### src/rtl/cdq_pkg.sv
// ----------------------------------------------------------------------------
// cdq_pkg
// Shared types and constants for the circular deque block.
// ----------------------------------------------------------------------------
package cdq_pkg;

	// Width of one stored data word.
	localparam int DATA_W = 32;

	// Width of the capacity value written on the capacity port.
	localparam int CAP_W = 11;

	// Operation codes carried on the op port.
	typedef enum logic [2:0] {
		OP_INSERT_FRONT = 3'd0,
		OP_INSERT_REAR  = 3'd1,
		OP_DELETE_FRONT = 3'd2,
		OP_DELETE_REAR  = 3'd3,
		OP_QUERY        = 3'd4
	} op_t;

	// Status of one operation as seen after the state update.
	typedef struct packed {
		logic ok;
		logic empty;
		logic full;
	} cdq_status_t;

endpackage

### src/rtl/cdq_ptr.sv
// ----------------------------------------------------------------------------
// cdq_ptr
// Head, rear and count bookkeeping for the deque, plus the capacity register.
// ----------------------------------------------------------------------------
module cdq_ptr
	import cdq_pkg::*;
#(
	parameter int DEPTH = 1024
) (
	input  logic                     clk,
	input  logic                     arst_n,
	input  logic                     accept,
	input  logic [2:0]               op,
	input  logic                     cfg_we,
	input  logic [CAP_W-1:0]         cfg_wdata,
	output logic                     mem_we,
	output logic [$clog2(DEPTH)-1:0] mem_waddr,
	output logic [$clog2(DEPTH)-1:0] front_addr,
	output logic [$clog2(DEPTH)-1:0] rear_addr,
	output cdq_status_t              status
);

	localparam int AW = $clog2(DEPTH);
	localparam int CW = $clog2(DEPTH + 1);
	localparam int EW = (CW > CAP_W) ? CW : CAP_W;

	logic [AW-1:0] head_q, rear_q, cap_m1_q;
	logic [CW-1:0] count_q, cap_q;
	logic [AW-1:0] head_n, rear_n;
	logic [CW-1:0] count_n;
	logic          ok_n, we_n;
	logic          full, empty;
	logic [EW-1:0] cfg_ext, cfg_eff;
	logic [AW-1:0] head_dec, head_inc, rear_dec, rear_inc;

	// Clamp a written capacity into the range 1 to DEPTH.
	always_comb begin
		cfg_ext = EW'(cfg_wdata);
		cfg_eff = cfg_ext;
		if (cfg_ext == '0) begin
			cfg_eff = EW'(1);
		end else if (cfg_ext > EW'(DEPTH)) begin
			cfg_eff = EW'(DEPTH);
		end
	end

	// Single-step wraps against the capacity.
	assign head_dec = (head_q == '0) ? cap_m1_q : head_q - AW'(1);
	assign head_inc = (head_q == cap_m1_q) ? '0 : head_q + AW'(1);
	assign rear_dec = (rear_q == '0) ? cap_m1_q : rear_q - AW'(1);
	assign rear_inc = (rear_q == cap_m1_q) ? '0 : rear_q + AW'(1);

	assign full  = (count_q >= cap_q);
	assign empty = (count_q == '0);

	// Operation decode: the rear pointer always sits at head + count - 1.
	always_comb begin
		head_n  = head_q;
		rear_n  = rear_q;
		count_n = count_q;
		ok_n    = 1'b0;
		we_n    = 1'b0;
		mem_waddr = head_dec;
		unique case (op_t'(op))
			OP_INSERT_FRONT: begin
				mem_waddr = head_dec;
				if (!full) begin
					head_n  = head_dec;
					count_n = count_q + CW'(1);
					ok_n    = 1'b1;
					we_n    = 1'b1;
				end
			end
			OP_INSERT_REAR: begin
				mem_waddr = rear_inc;
				if (!full) begin
					rear_n  = rear_inc;
					count_n = count_q + CW'(1);
					ok_n    = 1'b1;
					we_n    = 1'b1;
				end
			end
			OP_DELETE_FRONT: begin
				if (!empty) begin
					head_n  = head_inc;
					count_n = count_q - CW'(1);
					ok_n    = 1'b1;
				end
			end
			OP_DELETE_REAR: begin
				if (!empty) begin
					rear_n  = rear_dec;
					count_n = count_q - CW'(1);
					ok_n    = 1'b1;
				end
			end
			OP_QUERY: begin
				ok_n = 1'b1;
			end
			default: begin
				ok_n = 1'b0;
			end
		endcase
	end

	assign mem_we       = accept && we_n;
	assign front_addr   = head_n;
	assign rear_addr    = rear_n;
	assign status.ok    = ok_n;
	assign status.empty = (count_n == '0);
	assign status.full  = (count_n >= cap_q);

	// State registers; a capacity write also empties the deque.
	always_ff @(posedge clk or negedge arst_n) begin
		if (!arst_n) begin
			cap_q    <= CW'(DEPTH);
			cap_m1_q <= AW'(DEPTH - 1);
			head_q   <= '0;
			rear_q   <= AW'(DEPTH - 1);
			count_q  <= '0;
		end else if (cfg_we) begin
			cap_q    <= CW'(cfg_eff);
			cap_m1_q <= AW'(cfg_eff - EW'(1));
			head_q   <= '0;
			rear_q   <= AW'(cfg_eff - EW'(1));
			count_q  <= '0;
		end else if (accept) begin
			head_q  <= head_n;
			rear_q  <= rear_n;
			count_q <= count_n;
		end
	end

endmodule

### config.mk
export PLATFORM = sky130hd
export DESIGN_NAME = cdq_ptr
export DESIGN_NICKNAME = d
export VERILOG_FILES = /design/src/rtl/cdq_pkg.sv /design/src/rtl/cdq_ptr.sv
export SDC_FILE = /design/constraint.sdc
export NUM_CORES = 1
export LEC_CHECK = 0
export BUFFER_PORTS_ARGS = -buffer_cell sky130_fd_sc_hd__buf_4
export CAP_MARGIN = 20
export CORE_MARGIN = 3
export CORE_UTILIZATION = 60
export DETAILED_ROUTE_END_ITERATION = 7
export MAX_ROUTING_LAYER = met4
export PLACE_DENSITY = 0.88
export SETUP_SLACK_MARGIN = 0.1
export SYNTH_ARGS = -nofsm -noshare
export SYNTH_HDL_FRONTEND = slang
export SYNTH_SLANG_ARGS = --single-unit
### constraint.sdc
create_clock -name clk -period 7.7 [get_ports clk]
set_clock_uncertainty 0.1 [all_clocks]
set_input_delay 1.155 -clock clk [delete_from_list [all_inputs] [get_ports clk]]
set_output_delay 1.155 -clock clk [all_outputs]
set_load 0.02 [all_outputs]
==> results.md <==
* Outcome: completed
* Mapped Area at 0.005455 mm^2
* Synth Instances at 735
* GRT met1 Usage at 43.66%
* Starting DRT DRC Count at 377
* Die area at 0.01027 mm^2
* IO buf count at 51
* Fin crit share at 79.71%
* Vias in the first global route at 5213
* Post-CTS setup buffers at 0
* Pwr Total at 1.047 mW
* CTS Hold Bufs at 0
* CORE AREA at 0.008763 mm^2
* RePlAce Congestion at 0.9341
* Unrepaired setup endpoints after global routing: false
* Clk slew on worst S/H paths at 0.11 ns
* Vias post-DR at 5703
* Area grow syn2layout at 6.835%
* Met2 usage at 52.01%
* Register area share after synthesis at 24.33%
* EDFF count, synth at 0
* Clk sinks at 52
* Worst setup EP type: output port
* Syn Area/Cell at 7.422 um^2
* Achievable Freq at 162.9 MHz
* Post-CTS sizing at 0
* Max-slew violations at 0
* CTS tree: done
* Row count at 34
* GRT Total Usage at 33.32%
* Setup CP Type: reg2out
* Pwr Density at 179.6 mW/mm^2
* Setup violations, final at 0
* Antenna diode count at 0
* Initial antenna violation count at 0
* Clock buffer depth at 2
* Setup TNS at 0 ns
* CP max FO at 19
* CTS Buf Count at 5
* Leak at 2.488 nW
* WL/cell at 19.86 um
* Routing usage on met3 at 3.788%
* Pre-antenna DRT Iters at 7
* Busiest grt layer: met2
* Share of cells above drive strength 1 at 13.93%
* Drc violations at 0
* Total wire length at 16680 um
* Width of the die at 101.4 um
* IO Count at 52
* Mean number of vias per cell at 6.789
* Initial Util at 62.25%
* Chip Height at 101.4 um
* Routed Antenna Nets at 0
* Maximum number of pins on one net before global-route repair at 61
* Worst-Margin Slew at 1.046 ns
* Worst Hold Class: reg2reg
* Top_reg_cell synth: dfrtp_1
* Slew HR at 30.00%
* Async S/R FF share, synth at 100.0%
* Nets@finish at 778
* Critical Path Start Type: flop
* GRT overflow at 0
* Max-Cap Viols at 0
* Synth Net Count at 782
* H-tree Lvls at 2
* Post-synth cell types at 70
* YS warnings at 0
* Root Buffer: clkbuf_8
* Crit path DAT at 4.88 ns
* Latest clock arrival within the worst-skew pair at 0.32 ns
* Synth Register Bits at 52
* Hold Fails Final Rpt at 0
* Req. time, crit path at 6.44 ns
* Post-DP HPWL at 11930 um
* Wire length of the first global-routing pass at 26630 um
* Peak supply drop at 0.00009758 V
* Fin crit period at 6.138 ns
## layout by cell type, fill, tap and decap left out, types with 9 or more instances in the layout
cell	instances
nor2_1	78
o21ai_0	64
nand2_1	60
buf_4	54
inv_1	40
a21oi_1	38
dfrtp_1	31
nand3_1	30
xnor2_1	29
ha_1	29
nor3_1	25
dfstp_2	21
xor2_1	16
or3_1	12
a21o_1	11
o31ai_1	10
nor4_1	10
o21a_1	9
nand4_1	9
## state kept, by name, indices dropped and copies added, names as in the netlist
name	count
cap_q	11
count_q	11
cap_m1_q	10
head_q	10
rear_q	10
## final timing paths
check                                         from                 endpoint  slack [ns]  depth (start not counted)
hold reg to reg            cap_m1_q[5]$_DFFE_PN1P_  cap_m1_q[5]$_DFFE_PN1P_        0.45                          2
setup / recovery            count_q[0]$_DFFE_PN0P_                status[0]        1.56                         17
max in group asynchronous                   arst_n     cap_q[7]$_DFFE_PN0P_        6.27                          1
setup reg to reg            count_q[0]$_DFFE_PN0P_   count_q[4]$_DFFE_PN0P_        4.21                          8
hold / removal             cap_m1_q[5]$_DFFE_PN1P_  cap_m1_q[5]$_DFFE_PN1P_        0.45                          2
min in group asynchronous                   arst_n    head_q[6]$_DFFE_PN0P_        0.75                          1
## cell families (layout without fill, tap and decap cells)
kind of cell	after synthesis	count (layout)	synth area share [%]
AND/OR/NAND/NOR	272	272	24.95
AO/OA/AOI/OAI	221	221	27.09
buffers and inverters	105	102	7.615
flip-flops	52	52	24.33
XOR/XNOR	45	45	7.225
adder cells (fa/ha/maj)	29	29	6.651
multiplexers	11	11	2.133
## critical path, cell delays in order (launching register included)
cell and delay [ns]:
dfrtp_1 0.47, inv_1 0.15, ha_1 0.26, nor4b_1 0.45, nor4b_4 0.94, nand2_1 0.23, o211a_1 0.23, xnor2_1 0.21
ha_1 0.26, nand2b_1 0.14, a21o_1 0.17, a21o_1 0.17, a21oi_1 0.18, nor2b_1 0.06, o211ai_1 0.15, a21oi_1 0.10
a211o_1 0.25, buf_4 0.16
## cell usage after synthesis (all sizes together) (9+ instances only)
cell type | count | area, um^2
xor2 | 16 | 140.1
ha | 29 | 362.9
nor2 | 78 | 292.8
a21o | 11 | 82.58
o21ai | 66 | 330.3
nor3 | 25 | 125.1
o21a | 9 | 67.56
nand3 | 31 | 160.1
nand4 | 9 | 56.30
xnor2 | 29 | 254.0
nand2 | 60 | 225.2
o31ai | 10 | 75.07
buf | 9 | 55.05
dfstp | 21 | 551.8
inv | 40 | 150.1
clkbuf | 56 | 210.2
or3 | 12 | 75.07
a21oi | 38 | 190.2
dfrtp | 31 | 775.7
nor4 | 13 | 93.84
## metrics by stage
step	instance area (um^2)	setup slack, ns	utilization, %	hold slack (ns)	std cells
floorplan	5455	2.757	-	0.3962	735
global placement	5737	2.186	65.46	0.4312	832
detailed placement	5737	2.037	65.46	0.4355	832
CTS	5828	1.650	66.50	0.4514	840
global route	5828	1.258	66.50	0.4702	840
finish	5828	1.562	66.50	0.4522	840
## area by class of cell
class / count / area, um^2
clock inverter: 3 / 22.52
multi-input combinational: 578 / 3719
timing repair buffer: 54 / 405.4
tap: 108 / 135.1
sequential: 52 / 1328
clock buffer: 5 / 68.82
fill: 771 / 2935
inverter: 40 / 150.1
## per-layer routing
metal  part of all wire (%)  up-vias
met5                      0        -
met4                    4.0        0
met3                    8.0       67
met2                     47      318
li1                       -     2668
met1                     41     2650
## power by group
| group | internal [mW] | leakage (nW) | switching [mW] | total (mW) |
|---|---|---|---|---|
| clock | 0.0655 | 0.0485 | 0.104 | 0.169 |
| sequential | 0.310 | 0.632 | 0.0660 | 0.376 |
| combinational | 0.203 | 1.81 | 0.298 | 0.501 |
| total | 0.579 | 2.49 | 0.468 | 1.05 |
Power figures use the tool's default switching activity.
